File: config.mk
export PLATFORM = sky130hd
export DESIGN_NAME = imre_queue
export DESIGN_NICKNAME = d
export VERILOG_FILES = /design/src/sv/imre_queue.sv
export SDC_FILE = /design/constraint.sdc
export NUM_CORES = 1
export LEC_CHECK = 0
export BUFFER_PORTS_ARGS = -buffer_cell sky130_fd_sc_hd__buf_4
export CORE_MARGIN = 2
export CORE_UTILIZATION = 30
export CTS_BUF_LIST = sky130_fd_sc_hd__clkbuf_8
export DETAILED_ROUTE_END_ITERATION = 7
export SETUP_SLACK_MARGIN = 0.5
export SLEW_MARGIN = 10
export SYNTH_ARGS = -nofsm -noshare
export SYNTH_HDL_FRONTEND = slang
export SYNTH_SLANG_ARGS = --single-unit
File: constraint.sdc
create_clock -name clk -period 3.2 [get_ports clk]
set_clock_uncertainty 0.05 [all_clocks]
set_input_delay 0.32 -clock clk [delete_from_list [all_inputs] [get_ports clk]]
set_output_delay 0.32 -clock clk [all_outputs]
set_load 0.05 [all_outputs]
File: src/sv/imre_queue.sv
// ----------------------------------------------------------------------------
// imre_queue
// Small command queue between the front and the back of the engine.
// ----------------------------------------------------------------------------
module imre_queue #(
	parameter int W     = 8,
	parameter int DEPTH = 2
) (
	input  logic         clk,
	input  logic         arst_n,
	input  logic         push_valid,
	output logic         push_ready,
	input  logic [W-1:0] push_data,
	output logic         pop_valid,
	input  logic         pop_ready,
	output logic [W-1:0] pop_data
);

	localparam int PTR_W = (DEPTH > 1) ? $clog2(DEPTH) : 1;
	localparam int CNT_QW = $clog2(DEPTH + 1);

	logic [W-1:0]      slot_q [DEPTH];
	logic [PTR_W-1:0]  wr_ptr_q;
	logic [PTR_W-1:0]  rd_ptr_q;
	logic [CNT_QW-1:0] count_q;
	logic              push_fire;
	logic              pop_fire;

	assign push_ready = (count_q < CNT_QW'(DEPTH));
	assign pop_valid  = (count_q != '0);
	assign pop_data   = slot_q[rd_ptr_q];
	assign push_fire  = push_valid && push_ready;
	assign pop_fire   = pop_valid && pop_ready;

	always_ff @(posedge clk) begin
		if (push_fire) begin
			slot_q[wr_ptr_q] <= push_data;
		end
	end

	always_ff @(posedge clk or negedge arst_n) begin
		if (!arst_n) begin
			wr_ptr_q <= '0;
			rd_ptr_q <= '0;
			count_q  <= '0;
		end else begin
			if (push_fire) begin
				wr_ptr_q <= (wr_ptr_q == PTR_W'(DEPTH - 1)) ? '0 : wr_ptr_q + 1'b1;
			end
			if (pop_fire) begin
				rd_ptr_q <= (rd_ptr_q == PTR_W'(DEPTH - 1)) ? '0 : rd_ptr_q + 1'b1;
			end
			case ({push_fire, pop_fire})
				2'b10:   count_q <= count_q + 1'b1;
				2'b01:   count_q <= count_q - 1'b1;
				default: count_q <= count_q;
			endcase
		end
	end

endmodule

==> run summary <==
The worst pin sits at a relative slew slack of 54.7%. Counting I/O delays and the setup requirement, the final critical path takes 1.79 ns. The worst path buffer plus inverter count was 1.

The required time of the critical path came out at 2.83 ns. Each instance of the synthesized netlist takes up on average 18.4 um2. Dividing the detail-routed via count by the number of cells gives 4.33.

The synthesis-to-finish area growth is 35.2%, and the total number of placement rows is 18. The congestion estimate from routability-driven global placement came to 0.649. The detailed placer's ending HPWL was 876 um. Setup violations remaining at the end of the flow were counted as 0. Global routing used 8.61% of the available tracks. The vertical extent of the die came out at 54.7 um. The post-route setup TNS was 0 ns; the pin count of the biggest net entering global routing was 13. Along the worst path, the maximum fanout reaches 9. The flow ran to the end, and the final reports show no timing, DRC or antenna violations. In this run the horizontal extent of the chip is 54.7 um. The run gives 0 as the number of max-slew violations in the final report. On the critical path, the stage with the largest delay is an instance of dfrtp_1. The path class of the tightest hold or removal check is in2reg. The amount of wire on met2 after detailed routing is 539 um. The logs give 1.10 mW for the total power and 122 um for the total length of routed met3 wires. Top routing layer in use: met3.

At the pin with the least slew margin, the transition time is 0.677 ns. The run gives 1 as the DRC marker count from the first detailed-route iteration. The kind of cell with the highest combined delay along the critical path is flip-flops. The post-detailed-routing wire length was 1190 um. Summed over all cells, the static leakage comes to 0.410 nW.

Walking the worst path, the cells encountered are mux2_2 > buf_4. The number of failing hold endpoints at the final stage was 0. For this run, the top clock speed supported by timing is 557 MHz.

For this configuration, the core starts out at a cell density of 31.4%. The core outline area is 0.00245 mm2. The tools report the number of H-tree branching levels as 1.

In the final layout, the share of cells above drive strength 1 is 52.2%. The worst setup path is launched from a flip-flop. TritonCTS built the clock tree.

The netlist uses 13 different library cells. The critical setup path kind was reg2out. Yosys printed 0 warnings.

The tools report the post-synthesis sequential area ratio as 75.3%. For the first-pass GRT wire length, the log shows 1760 um. The tree is rooted in a clkbuf_8. Once detail routing completed, the nets flagged for antenna violations numbered 0. The clock transition at the registers of the reported paths was 0.07 ns. The tools report the endpoint class of the critical path as an output port. The logs give 0 for the number of violations of the max-capacitance limit and 771 um2 for the combined area of all synthesized cells. The initial antenna violation count came out at 0.

The run gives 420 as the total vias in the final route. The total of flip-flops plus latches after synthesis works out to 20. The worst-case IR drop observed on VDD is 531 uV. Dividing the detail-routed wire length by the instance count gives 12.3 um.

Via count of the first global-routing pass: 415. The run gives 0 as the global route total overflow. For this run, the detailed router's first-pass iteration total came to 2. For the clock latency of the later-clocked register in the worst-skew pair, the log shows 0.25 ns.

Gates resized during post-CTS repair numbered 0. When the netlist entered floorplanning its net count stood at 55. At the worst endpoint, the arrival time is 1.42 ns. On the worst path, the slowest cell contributes a delay of 0.60 ns.

The setup slack of the critical path after layout is 1.41 ns, and the TritonCTS sink count is 20. During placement, the flow inserted port buffers numbering 21. The number of instances in the synthesized netlist came out at 42.

The net count of the finished layout is 81. The period utilization was 56.1%; the ratio of total power to cell area was 1060 mW/mm2. The number of top-level design ports came out at 22.

Setup repair after global routing left no endpoint under its margin. The detailed router put a total of 528 um of wire on met1. The full die area was 0.00299 mm2. The run gives 42.5% as the utilization after layout. Worst slack at placement: 1.59 ns. Buffers inserted during clock tree synthesis total 3.

0 antenna diodes ended up in the layout. In this run the deepest clock path goes through 2 buffers. For this run, design rule violations remaining after detail routing come to 0.
## routing by layer
metal  vias to the layer above  global-route usage, %
met4                         0                   3.75
met2                        17                   13.9
li1                        201                      -
met3                         0                   3.01
met1                       202                   10.3
met5                         -                      0
## flip-flops by register name, summed over array words and instances (netlist names)
signal	cells
slot_q	16
count_q	2
wr_ptr_q	1
rd_ptr_q	1
## metrics by stage
stage | cells | hold WS, ns | area, um2
5_1_grt | 97 | 0.187 | 1040
3_5_place_dp | 92 | 0.0702 | 961
3_3_place_gp | 92 | 0.0715 | 961
2_1_floorplan | 42 | -0.0256 | 771
6_report | 97 | 0.199 | 1040
4_1_cts | 97 | 0.193 | 1040
## layout make-up
| cell class | count | area (um2) |
|---|---|---|
| Clock buffer | 3 | 41.3 |
| Sequential cell | 20 | 581 |
| Tap cell | 30 | 37.5 |
| Multi-Input combinational cell | 20 | 181 |
| Clock inverter | 1 | 30.0 |
| Fill cell | 234 | 1410 |
| Inverter | 1 | 3.75 |
| Timing Repair Buffer | 22 | 168 |
## final timing paths
path / startpoint / to / slack (ns) / depth (start not counted)
max in group asynchronous: arst_n / count_q[1] / 2.65 / 2
worst max-delay path: rd_ptr_q / pop_data[7] / 1.41 / 2
worst max register to register: count_q[1] / slot_q[0][7] / 1.63 / 3
worst min register to register: wr_ptr_q / wr_ptr_q / 0.45 / 1
min in group asynchronous: arst_n / count_q[0] / 0.34 / 2
worst min-delay path: push_data[2] / slot_q[0][2] / 0.20 / 1
## cell usage after synthesis
library cell | count | area, um2
edfxtp_1 | 16 | 480
mux2_2 | 8 | 90.1
dfrtp_1 | 4 | 100
xnor2_1 | 4 | 35.0
nor2_1 | 2 | 7.51
and2_4 | 1 | 8.76
and3_1 | 1 | 6.26
buf_2 | 1 | 5.00
ha_1 | 1 | 12.5
inv_1 | 1 | 3.75
nand2_1 | 1 | 3.75
or2_4 | 1 | 8.76
xor2_1 | 1 | 8.76
## cells by family (layout without fill, tap and decap cells)
kind of cell,count (synthesis),after routing,share of synthesized area [%]
DFF,20,20,75.3
muxes,8,8,11.7
and+or+nand+nor,6,6,4.55
xor gates and xnor gates,5,5,5.68
buffers and inverters,2,27,1.14
adders and majority gates,1,1,1.62
## layout by cell type (no fill, tap or decap)
master	instances
inv_1	1
bufinv_16	1
dlygate4sd3_1	1
xnor2_1	4
and2_4	1
and3_1	1
nor2_1	2
edfxtp_1	16
mux2_2	8
buf_4	21
ha_1	1
clkbuf_8	3
or2_4	1
xor2_1	1
dfrtp_1	4
nand2_1	1
## what timing repair did
item                       in CTS  in global routing
setup endpoints to repair       0                  0
hold buffers                    1                  0
setup buffers                   0                  0
hold endpoints to repair        4                  0
## where the power goes
| part | switching (mW) | internal [mW] | total (mW) |
|---|---|---|---|
| Combinational | 0.285 | 0.177 | 0.462 |
| Sequential | 0.0470 | 0.352 | 0.399 |
| Clock | 0.0755 | 0.167 | 0.242 |
| Total | 0.407 | 0.696 | 1.10 |
Power figures use the tool's default switching activity.
