File: src/sv/imre_pkg.sv
// ----------------------------------------------------------------------------
// imre_pkg
// Shared types and constants of the image rotate and mirror engine.
// ----------------------------------------------------------------------------
package imre_pkg;

	localparam int DIM_W     = 7;
	localparam int MODE_W    = 3;
	localparam int CNT_W     = 2 * DIM_W;
	localparam int PIX_W     = 16;
	localparam int CFG_IDX_W = 2;

	// configuration register indexes
	localparam logic [CFG_IDX_W-1:0] REG_WIDTH  = 2'd0;
	localparam logic [CFG_IDX_W-1:0] REG_HEIGHT = 2'd1;
	localparam logic [CFG_IDX_W-1:0] REG_MODE   = 2'd2;

	localparam logic [DIM_W-1:0]  WIDTH_RST  = 7'd64;
	localparam logic [DIM_W-1:0]  HEIGHT_RST = 7'd64;

	// transform modes
	localparam logic [MODE_W-1:0] MODE_NONE   = 3'd0;
	localparam logic [MODE_W-1:0] MODE_ROT90  = 3'd1;
	localparam logic [MODE_W-1:0] MODE_ROT180 = 3'd2;
	localparam logic [MODE_W-1:0] MODE_ROT270 = 3'd3;
	localparam logic [MODE_W-1:0] MODE_MIR_H  = 3'd4;
	localparam logic [MODE_W-1:0] MODE_MIR_V  = 3'd5;

	// input item operations
	localparam logic OP_LOAD  = 1'b0;
	localparam logic OP_FETCH = 1'b1;

	typedef enum logic [1:0] {
		CMD_WRITE,
		CMD_READ,
		CMD_EARLY
	} cmd_kind_t;

	typedef struct packed {
		cmd_kind_t kind;
		logic      last;
	} cmd_ctrl_t;

endpackage

File: src/sv/imre_front.sv
// ----------------------------------------------------------------------------
// imre_front
// Takes items and configuration, keeps the load and fetch counters and
// turns items into store writes, store reads or early answers.
// ----------------------------------------------------------------------------
module imre_front import imre_pkg::*; #(
	parameter int MAX_WIDTH  = 64,
	parameter int MAX_HEIGHT = 64,
	parameter int AW         = 12,
	parameter int SW         = 16
) (
	input  logic                 clk,
	input  logic                 arst_n,
	input  logic                 in_valid,
	output logic                 in_ready,
	input  logic                 in_op,
	input  logic [PIX_W-1:0]     in_pixel,
	input  logic                 cfg_valid,
	output logic                 cfg_ready,
	input  logic [CFG_IDX_W-1:0] cfg_index,
	input  logic [DIM_W-1:0]     cfg_data,
	output logic                 q_push,
	input  logic                 q_ready,
	output cmd_ctrl_t            q_ctrl,
	output logic [AW-1:0]        q_addr,
	output logic [SW-1:0]        q_data
);

	localparam int DIM_MAX = (1 << DIM_W) - 1;
	localparam int EW      = (MAX_WIDTH < DIM_MAX) ? MAX_WIDTH : DIM_MAX;
	localparam int EH      = (MAX_HEIGHT < DIM_MAX) ? MAX_HEIGHT : DIM_MAX;
	localparam int STEP_W  = $clog2(CNT_W + 1);

	typedef enum logic {
		F_RUN,
		F_DIV
	} fstate_t;

	fstate_t           state_q;
	logic [DIM_W-1:0]  width_q;
	logic [DIM_W-1:0]  height_q;
	logic [MODE_W-1:0] mode_q;
	logic [CNT_W-1:0]  load_count_q;
	logic [DIM_W-1:0]  ld_row_q;
	logic [DIM_W-1:0]  ld_col_q;
	logic [DIM_W-1:0]  out_col_q;
	logic [DIM_W-1:0]  out_row_q;
	logic [CNT_W-1:0]  div_q;
	logic [DIM_W-1:0]  rem_q;
	logic [STEP_W-1:0] step_q;

	logic [DIM_W-1:0]  w;
	logic [DIM_W-1:0]  h;
	logic [CNT_W-1:0]  total;
	logic              loaded;
	logic [MODE_W-1:0] mode;
	logic [DIM_W-1:0]  ow;
	logic [DIM_W-1:0]  oh;
	logic [DIM_W-1:0]  ox;
	logic [DIM_W-1:0]  oy;
	logic [DIM_W-1:0]  sr;
	logic [DIM_W-1:0]  sc;
	logic [AW-1:0]     rd_addr;
	logic [AW-1:0]     wr_addr;
	logic              last_fetch;
	logic              accept;
	logic              cfg_wr;
	logic [DIM_W:0]    div_sh;
	logic              div_ge;
	logic [DIM_W-1:0]  div_rem;

	assign cfg_ready = 1'b1;
	assign cfg_wr    = cfg_valid;

	// sizes of zero act as one, oversize acts as the maximum
	always_comb begin
		if (width_q == '0) begin
			w = DIM_W'(1);
		end else if (int'(width_q) > EW) begin
			w = DIM_W'(EW);
		end else begin
			w = width_q;
		end
		if (height_q == '0) begin
			h = DIM_W'(1);
		end else if (int'(height_q) > EH) begin
			h = DIM_W'(EH);
		end else begin
			h = height_q;
		end
	end

	assign total  = CNT_W'(w) * CNT_W'(h);
	assign loaded = (load_count_q >= total);
	assign mode   = (mode_q > MODE_MIR_V) ? MODE_NONE : mode_q;

	always_comb begin
		if (mode == MODE_ROT90 || mode == MODE_ROT270) begin
			ow = h;
			oh = w;
		end else begin
			ow = w;
			oh = h;
		end
	end

	// counters beyond the plane after a resize stick to its last column or row
	assign ox = (out_col_q < ow) ? out_col_q : ow - 1'b1;
	assign oy = (out_row_q < oh) ? out_row_q : oh - 1'b1;

	always_comb begin
		case (mode)
			MODE_ROT90: begin
				sr = ox;
				sc = w - 1'b1 - oy;
			end
			MODE_ROT180: begin
				sr = h - 1'b1 - oy;
				sc = w - 1'b1 - ox;
			end
			MODE_ROT270: begin
				sr = h - 1'b1 - ox;
				sc = oy;
			end
			MODE_MIR_H: begin
				sr = oy;
				sc = w - 1'b1 - ox;
			end
			MODE_MIR_V: begin
				sr = h - 1'b1 - oy;
				sc = ox;
			end
			default: begin
				sr = oy;
				sc = ox;
			end
		endcase
	end

	assign rd_addr    = AW'(sr) * AW'(MAX_WIDTH) + AW'(sc);
	assign wr_addr    = AW'(ld_row_q) * AW'(MAX_WIDTH) + AW'(ld_col_q);
	assign last_fetch = (ox == ow - 1'b1) && (oy == oh - 1'b1);

	assign in_ready = (state_q == F_RUN) && q_ready;
	assign accept   = in_valid && in_ready;

	assign q_push = accept && ((in_op == OP_FETCH) || !loaded);

	always_comb begin
		q_ctrl.kind = (in_op == OP_LOAD) ? CMD_WRITE : (loaded ? CMD_READ : CMD_EARLY);
		q_ctrl.last = (in_op == OP_FETCH) && loaded && last_fetch;
	end

	assign q_addr = (in_op == OP_LOAD) ? wr_addr : rd_addr;
	assign q_data = in_pixel[SW-1:0];

	// one restoring step of load_count / w
	assign div_sh  = {rem_q, div_q[CNT_W-1]};
	assign div_ge  = (div_sh >= {1'b0, w});
	assign div_rem = div_ge ? DIM_W'(div_sh - {1'b0, w}) : div_sh[DIM_W-1:0];

	always_ff @(posedge clk or negedge arst_n) begin
		if (!arst_n) begin
			state_q      <= F_RUN;
			width_q      <= WIDTH_RST;
			height_q     <= HEIGHT_RST;
			mode_q       <= MODE_NONE;
			load_count_q <= '0;
			ld_row_q     <= '0;
			ld_col_q     <= '0;
			out_col_q    <= '0;
			out_row_q    <= '0;
			div_q        <= '0;
			rem_q        <= '0;
			step_q       <= '0;
		end else begin
			if (cfg_wr) begin
				case (cfg_index)
					REG_WIDTH:  width_q  <= cfg_data;
					REG_HEIGHT: height_q <= cfg_data;
					REG_MODE:   mode_q   <= cfg_data[MODE_W-1:0];
					default:    ;
				endcase
			end
			// a new size moves the load position, so work it out again
			if (cfg_wr && (cfg_index == REG_WIDTH || cfg_index == REG_HEIGHT)) begin
				state_q <= F_DIV;
				div_q   <= load_count_q;
				rem_q   <= '0;
				step_q  <= STEP_W'(CNT_W);
			end else begin
				case (state_q)
					F_DIV: begin
						if (step_q == '0) begin
							ld_row_q <= div_q[DIM_W-1:0];
							ld_col_q <= rem_q;
							state_q  <= F_RUN;
						end else begin
							div_q  <= {div_q[CNT_W-2:0], div_ge};
							rem_q  <= div_rem;
							step_q <= step_q - 1'b1;
						end
					end
					F_RUN: begin
						if (accept && in_op == OP_LOAD && !loaded) begin
							load_count_q <= load_count_q + 1'b1;
							if (ld_col_q == w - 1'b1) begin
								ld_col_q <= '0;
								ld_row_q <= ld_row_q + 1'b1;
							end else begin
								ld_col_q <= ld_col_q + 1'b1;
							end
						end
						if (accept && in_op == OP_FETCH && loaded) begin
							if (last_fetch) begin
								out_col_q    <= '0;
								out_row_q    <= '0;
								load_count_q <= '0;
								ld_row_q     <= '0;
								ld_col_q     <= '0;
							end else if (ox == ow - 1'b1) begin
								out_col_q <= '0;
								out_row_q <= oy + 1'b1;
							end else begin
								out_col_q <= ox + 1'b1;
								out_row_q <= oy;
							end
						end
					end
					default: state_q <= F_RUN;
				endcase
			end
		end
	end

`ifndef SYNTHESIS
	a_push_room: assert property (@(posedge clk) disable iff (!arst_n)
		q_push |-> q_ready)
		else $error("command pushed into a full queue");

	a_last_restart: assert property (@(posedge clk) disable iff (!arst_n)
		(q_push && q_ctrl.kind == CMD_READ && q_ctrl.last)
		|=> (load_count_q == '0 && out_col_q == '0 && out_row_q == '0))
		else $error("counters did not restart after the last pixel");

	a_write_counts: assert property (@(posedge clk) disable iff (!arst_n)
		(q_push && q_ctrl.kind == CMD_WRITE && !cfg_wr)
		|=> (load_count_q == $past(load_count_q) + 1'b1))
		else $error("store write without a load count step");
`endif

endmodule

File: config.mk
export PLATFORM = sky130hd
export DESIGN_NAME = imre_front
export DESIGN_NICKNAME = d
export VERILOG_FILES = /design/src/sv/imre_pkg.sv /design/src/sv/imre_front.sv
export SDC_FILE = /design/constraint.sdc
export NUM_CORES = 1
export LEC_CHECK = 0
export BUFFER_PORTS_ARGS = -buffer_cell sky130_fd_sc_hd__buf_4
export CORE_UTILIZATION = 60
export DETAILED_ROUTE_END_ITERATION = 8
export PLACE_DENSITY = 0.76
export SKIP_CTS_REPAIR_TIMING = 1
export SYNTH_ARGS = -nofsm -noshare
export SYNTH_HDL_FRONTEND = slang
export SYNTH_SLANG_ARGS = --single-unit
File: constraint.sdc
create_clock -name clk -period 17.3 [get_ports clk]
set_input_delay 2.595 -clock clk [delete_from_list [all_inputs] [get_ports clk]]
set_output_delay 2.595 -clock clk [all_outputs]
set_load 0.01 [all_outputs]
==> results by group, run 1 <==
Outcome
  – Status: finished clean

Pwr
  – Worst IR Drop VDD: 0.0000834 V
  – Sw Ratio: 48.0%
  – Pwr dens: 135 nW/um^2
  – Leakage Power: 4.50 nW
  – Internal power: 0.694 mW
  – Sw power: 0.640 mW
  – Logic pwr share: 61.4%
  – Part of the power in registers: 23.7%
  – Clock power share: 14.9%

Timing
  – TNS Setup: 0 ps
  – Worst slew margin: 27.8%
  – Hold Fails Final Rpt: 0
  – Max-slew violation count: 0
  – Min Clock Period, post-route: 10100 ps
  – Worst slew pin tran: 1080 ps
  – Final setup vio count: 0
  – Period utilisation layout: 58.4%
  – Skew final: 9.96 ps
  – Fmax achieved: 99.1 MHz
  – RSZ-0062 raised after global routing: no

Clock network
  – CTS tree: done
  – Root Driver: clkbuf_16
  – Clk slew on worst S/H paths: 70 ps
  – CTS Sinks: 84
  – Max Root-Sink Buffers: 2
  – CTS Buf Count: 9
  – Clk_lat worst skew: 360 ps
  – H-tree Lvls: 3

Global routing
  – GRT overflow: 0
  – Vias in the first global route: 8024
  – Largest net degree at the start of global routing: 69
  – First-pass GRT wire length: 40800 um
  – Initial antenna violation count: 0
  – GRT Resource Usage Total: 32.5%

Finish
  – Final core occ: 65.0%
  – Most frequent cells in the layout: 138 x nor2_1, 106 x nand2_1, 90 x ha_1
  – Share of post-route cells with drive strength above 1: 9.87%
  – Most common cell after layout, fill and taps aside: nor2_1
  – N_diodes: 0
  – Nets: 1268
  – Final cell count without fillers: 1313
  – Layout area overhead: 5.35%

Placed design
  – Placer Congestion: 0.939
  – Post-DP HPWL: 19200 um
  – I/O Buffers: 31
  – Cell count after placement: 1297

Setup path
  – CP required: 14700 ps
  – WP data arrival: 7500 ps
  – CP Capture Point: q_addr[11]
  – Critical Path Fanout Max: 19
  – Register-to-register setup slack: 8970 ps
  – Startpoint types: register
  – Worst r2r dst: load_count_q[8]$_DFFE_PN0P_
  – Crit-path slowest cell: dfrtp_1
  – Most used cell, CP: a21oi_1
  – Worst setup EP type: output port
  – Worst r2r src: width_q[3]$_DFFE_PN0P_
  – Worst Reg-to-Reg Cells: 28
  – Worst path max stage delay: 790 ps
  – CP startpoint: mode_q[0]$_DFFE_PN0P_
  – Crit Path Class: register to output port

Die
  – Starting density of the core: 61.7%
  – Core area: 15200 um^2
  – Die Height: 127 um
  – Die footprint: 16100 um^2
  – Die X: 127 um
  – Ports: 65
  – Row count: 45

Synth
  – Post-synthesis mux area share: 5.84%
  – Yosys top cell by area: dfrtp_1
  – Top cell type's share of synthesized area: 21.9%
  – Synth Area in Simple Gates: 20.6%
  – Mapped Nets: 1278
  – Cell variety after synth: 81
  – Post-synthesis async set-or-reset flop share: 100%
  – Post-synthesis xor/xnor area fraction: 7.88%
  – Yosys warning total: 0
  – Post-Syn Area: 9380 um^2
  – Register area share after synthesis: 22.4%
  – Largest family of logic cells by synthesized area: simple AND/OR/NAND/NOR gates
  – Synth Area per Inst: 8.30 um^2
  – Syn Inst Count: 1130
  – Largest cells by area after synthesis: dfrtp_1 22%, ha_1 12%, fa_1 5.8%, nor2_1 5.5%, nand2_1 4.2%
  – Synth Register Bits: 84
  – Synth Flop Type: dfrtp_1
  – Synth Area in Compound Gates: 19.0%
  – Post-synthesis adder-cell area fraction: 17.8%
  – Number of enable flip-flop cells after synthesis: 0

Routing
  – M1 wire length: 10300 um
  – Top Layer Used: met4
  – Post-route DRC: 0
  – WL per Instance: 19.0 um
  – Routed wire length on met3: 1390 um
  – DR pass1 iterations: 6
  – Iteration-0 DRC Markers: 665
  – DRT antenna net count: 0
  – Via-to-Cell Ratio: 6.30
  – Met2 wire length: 11800 um
  – Routed vias: 8270
  – Wirelength, routed: 24900 um

Flow run
  – Max Cap Viol: 0

Worst hold path
  – Worst hold path class: register to register
==> power groups by stage <==
| stage | logic [mW] | clock network, mW | registers (mW) |
|---|---|---|---|
| finish | 0.819 | 0.199 | 0.316 |
| global route | 0.912 | 0.209 | 0.324 |
| CTS | 0.810 | 0.201 | 0.314 |
| detailed placement | 0.801 | 0 | 0.318 |
| global placement | 0.789 | 0 | 0.317 |
| floorplan | 0.637 | 0 | 0.282 |
==> registers in the layout, indices dropped and copies added (netlist names) <==
name and count:
load_count_q 14, out_row_q 7, ld_row_q 6, rem_q 7
height_q 7, div_q 14, mode_q 3, state_q 1
step_q 4, out_col_q 7, width_q 7, ld_col_q 7
==> synth_stat cells, types with 15 or more instances <==
master / count
xnor2_1: 39
nand2b_1: 16
xor2_1: 35
fa_1: 27
a21oi_1: 65
a22oi_1: 16
ha_1: 90
o21ai_0: 48
inv_1: 67
dfrtp_1: 82
clkbuf_1: 27
nor2_1: 138
nor3_1: 19
o21a_1: 15
a21o_1: 15
nor2b_1: 16
mux2_2: 26
mux2i_1: 19
nand3_1: 37
buf_4: 19
nand2_1: 106
==> worst max-delay path, delay by kind of cell (launching register included) <==
kind	cells	cell delay, ps
fa+ha+maj	3	1060
simple gates	3	820
mux	1	490
flops	1	790
xor+xnor	1	350
buf+inv	3	350
compound gates	16	3290
==> cell families after synthesis <==
logic type / after synthesis
AO/OA/AOI/OAI: 265
XOR/XNOR: 78
adder cells (fa/ha/maj): 117
buffers and inverters: 131
flip-flops: 84
multiplexers: 49
other: 1
AND/OR/NAND/NOR: 405
==> metal layers <==
| layer | track usage, % | up-vias |
|---|---|---|
| met5 | 0 | - |
| met4 | 19.0 | 0 |
| met3 | 5.36 | 87 |
| met2 | 54.3 | 303 |
| met1 | 40.0 | 3924 |
| li1 | - | 3956 |
==> per-stage QoR <==
step / area (um^2) / hold WS [ps] / power, mW / setup slack (ps)
finish: 9880 / 488 / 1.33 / 7200
global route: 9880 / 511 / 1.44 / 6510
CTS: 9880 / 494 / 1.33 / 7170
detailed placement: 9580 / 478 / 1.12 / 7590
global placement: 9580 / 475 / 1.11 / 7610
floorplan: 9380 / 447 / 0.919 / 8520
==> layout make-up <==
type | count | area, um^2
flip-flops and latches | 84 | 2100
inverters | 70 | 263
clock buffers | 9 | 225
fillers | 1299 | 5320
repair buffers | 40 | 300
clock inverters | 7 | 78.8
multi-input cells | 915 | 6670
well taps | 188 | 235
==> worst min path at each step <==
stage	startpoint	end	slack [ps]	cells after the start
2_1_floorplan	div_q[12]$_DFFE_PN0P_	div_q[13]$_DFFE_PN0P_	450	2
5_1_grt	div_q[6]$_DFFE_PN0P_	div_q[7]$_DFFE_PN0P_	510	2
4_1_cts	div_q[6]$_DFFE_PN0P_	div_q[7]$_DFFE_PN0P_	490	2
3_3_place_gp	div_q[6]$_DFFE_PN0P_	div_q[7]$_DFFE_PN0P_	470	2
3_5_place_dp	div_q[6]$_DFFE_PN0P_	div_q[7]$_DFFE_PN0P_	480	2
6_report	div_q[6]$_DFFE_PN0P_	div_q[7]$_DFFE_PN0P_	490	2
(Power assumes the default switching activity.)
==> run 2, diff against run 1 <==
==> constraint.sdc (replaced) <==
create_clock -name clk -period 9.9 [get_ports clk]
set_input_delay 1.485 -clock clk [delete_from_list [all_inputs] [get_ports clk]]
set_output_delay 1.485 -clock clk [all_outputs]
set_load 0.01 [all_outputs]
==> results by group, run 2 (same netlist as run 1, synthesis figures left out) <==
Setup path
  – Crit-path slowest cell: mux2i_1
  – Worst Reg-to-Reg Cells: 28
  – Levels on crit path: 30
  – Most used cell, CP: a21oi_1
  – CP top delay family: compound AO/OA/AOI/OAI gates
  – Critical Path Fanout Max: 28
  – WP data arrival: 7420 ps
  – Crit Path Class: register to output port
  – Worst setup EP type: output port
  – CP required: 8420 ps
  – WP buf/inv: 5
  – Worst path max stage delay: 590 ps
  – Startpoint types: register

Die
  – Core area: 15200 um^2
  – Ports: 65
  – Die X: 127 um
  – Starting density of the core: 61.7%
  – Row count: 45
  – Die footprint: 16100 um^2
  – Die Height: 127 um

Clock network
  – Clk_lat worst skew: 360 ps
  – CTS tree: done
  – H-tree Lvls: 3
  – Clk slew on worst S/H paths: 80 ps
  – Root Driver: clkbuf_16
  – CTS Sinks: 84
  – Max Root-Sink Buffers: 2
  – CTS Buf Count: 9

Global routing
  – GRT Resource Usage Total: 32.0%
  – GRT overflow: 0
  – Vias in the first global route: 7940
  – Initial antenna violation count: 0
  – First-pass GRT wire length: 40300 um
  – Largest net degree at the start of global routing: 74

Timing
  – RSZ-0062 raised after global routing: no
  – Min Clock Period, post-route: 8910 ps
  – Final setup vio count: 0
  – Period utilisation layout: 90.0%
  – Worst slew pin tran: 1040 ps
  – Fmax achieved: 112 MHz
  – Skew final: 11.0 ps
  – TNS Setup: 0 ps
  – Hold Fails Final Rpt: 0
  – Max-slew violation count: 0
  – Worst slew margin: 30.2%

Finish
  – Nets: 1268
  – Share of post-route cells with drive strength above 1: 9.87%
  – Most common cell after layout, fill and taps aside: nor2_1
  – Most frequent cells in the layout: 138 x nor2_1, 106 x nand2_1, 90 x ha_1
  – Fill cells: 1288
  – Layout area overhead: 5.48%
  – N_diodes: 0
  – Largest regs: div_q x14, load_count_q x14

Pwr
  – Sw Ratio: 47.5%
  – Pwr dens: 238 nW/um^2
  – Worst IR Drop VDD: 0.000143 V
  – Tot Pwr: 2.36 mW
  – Internal power: 1.24 mW
  – Leakage Power: 4.51 nW
  – Clock power share: 16.0%
  – Part of the power in registers: 23.3%
  – Sw power: 1.12 mW
  – Logic pwr share: 60.7%

Outcome
  – Status: finished clean

Routing
  – DRT antenna net count: 0
  – Routed vias: 8255
  – Routed wire length on met3: 1150 um
  – M1 wire length: 10500 um
  – Wirelength, routed: 24600 um
  – Top Layer Used: met4
  – Met2 wire length: 11900 um
  – Post-route DRC: 0
  – Via-to-Cell Ratio: 6.29
  – DR pass1 iterations: 6
  – WL per Instance: 18.7 um
  – Iteration-0 DRC Markers: 689

Worst hold path
  – Worst hold path class: register to register
  – Worst hold stages: 2

Flow run
  – Max Cap Viol: 0

Placed design
  – Post-DP HPWL: 19100 um
  – Placer Congestion: 0.944
  – I/O Buffers: 31
run 2: cell types whose count changed in the layout (fill, tap and decap cells not counted):
cell / before / now
clkinvlp_4: 0 / 1
inv_8: 1 / 4
clkinv_8: 2 / 0
inv_6: 3 / 1
bufinv_16: 0 / 1
clkinv_4: 1 / 0
run 2: area by class of cell:
class / instances / area (um^2) / share of cell area (%)
Inverter: 70 / 263 / 2.66
Sequential cell: 84 / 2100 / 21.3
Clock buffer: 9 / 225 / 2.28
Multi-Input combinational cell: 915 / 6670 / 67.5
Clock inverter: 7 / 91.3 / 0.923
Timing Repair Buffer: 40 / 300 / 3.04
Tap cell: 188 / 235 / 2.38
run 2: layer usage:
layer / global-route usage (%) / vias up
met5: 0 / -
met2: 54.7 / 265
li1: - / 3966
met3: 4.23 / 57
met1: 40.2 / 3967
met4: 15.2 / 0
run 2: path summary, 6_finish.rpt:
path / startpoint / slack [ps] / endpoint
hold / removal: div_q[6]$_DFFE_PN0P_ / 480 / div_q[7]$_DFFE_PN0P_
max in group asynchronous: arst_n / 7730 / load_count_q[13]$_DFFE_PN0P_
setup reg to reg: width_q[3]$_DFFE_PN0P_ / 1710 / load_count_q[7]$_DFFE_PN0P_
min in group asynchronous: arst_n / 950 / height_q[2]$_DFFE_PN0P_
setup / recovery: mode_q[2]$_DFFE_PN0P_ / 990 / q_addr[10]
hold reg to reg: div_q[6]$_DFFE_PN0P_ / 480 / div_q[7]$_DFFE_PN0P_
run 2: worst reg2reg max path: cells and delay by family, from the launching register on:
kind | cells | cell delay, ps
buffers and inverters | 5 | 500
AO/OA/AOI/OAI | 9 | 1950
flip-flops | 1 | 480
adder cells (fa/ha/maj) | 6 | 2650
AND/OR/NAND/NOR | 8 | 2460
run 2: power groups by stage:
stage	sequential [mW]	clock, mW	combinational, mW
after global placement	0.550	0	1.38
after global routing	0.565	0.391	1.59
final	0.549	0.377	1.43
after detailed placement	0.553	0	1.40
after floorplan	0.492	0	1.11
after CTS	0.546	0.378	1.42
run 2: stage by stage:
step / setup slack (ps) / hold WS (ps) / area (um^2) / utilization [%] / std cells
final: 990 / 485 / 9890 / 65.1 / 1313
after global routing: 435 / 500 / 9890 / 65.1 / 1313
after CTS: 1020 / 491 / 9890 / 65.1 / 1313
after detailed placement: 1460 / 475 / 9580 / 63.0 / 1297
after global placement: 1610 / 472 / 9580 / 63.0 / 1297
after floorplan: 2230 / 447 / 9380 / - / 1130
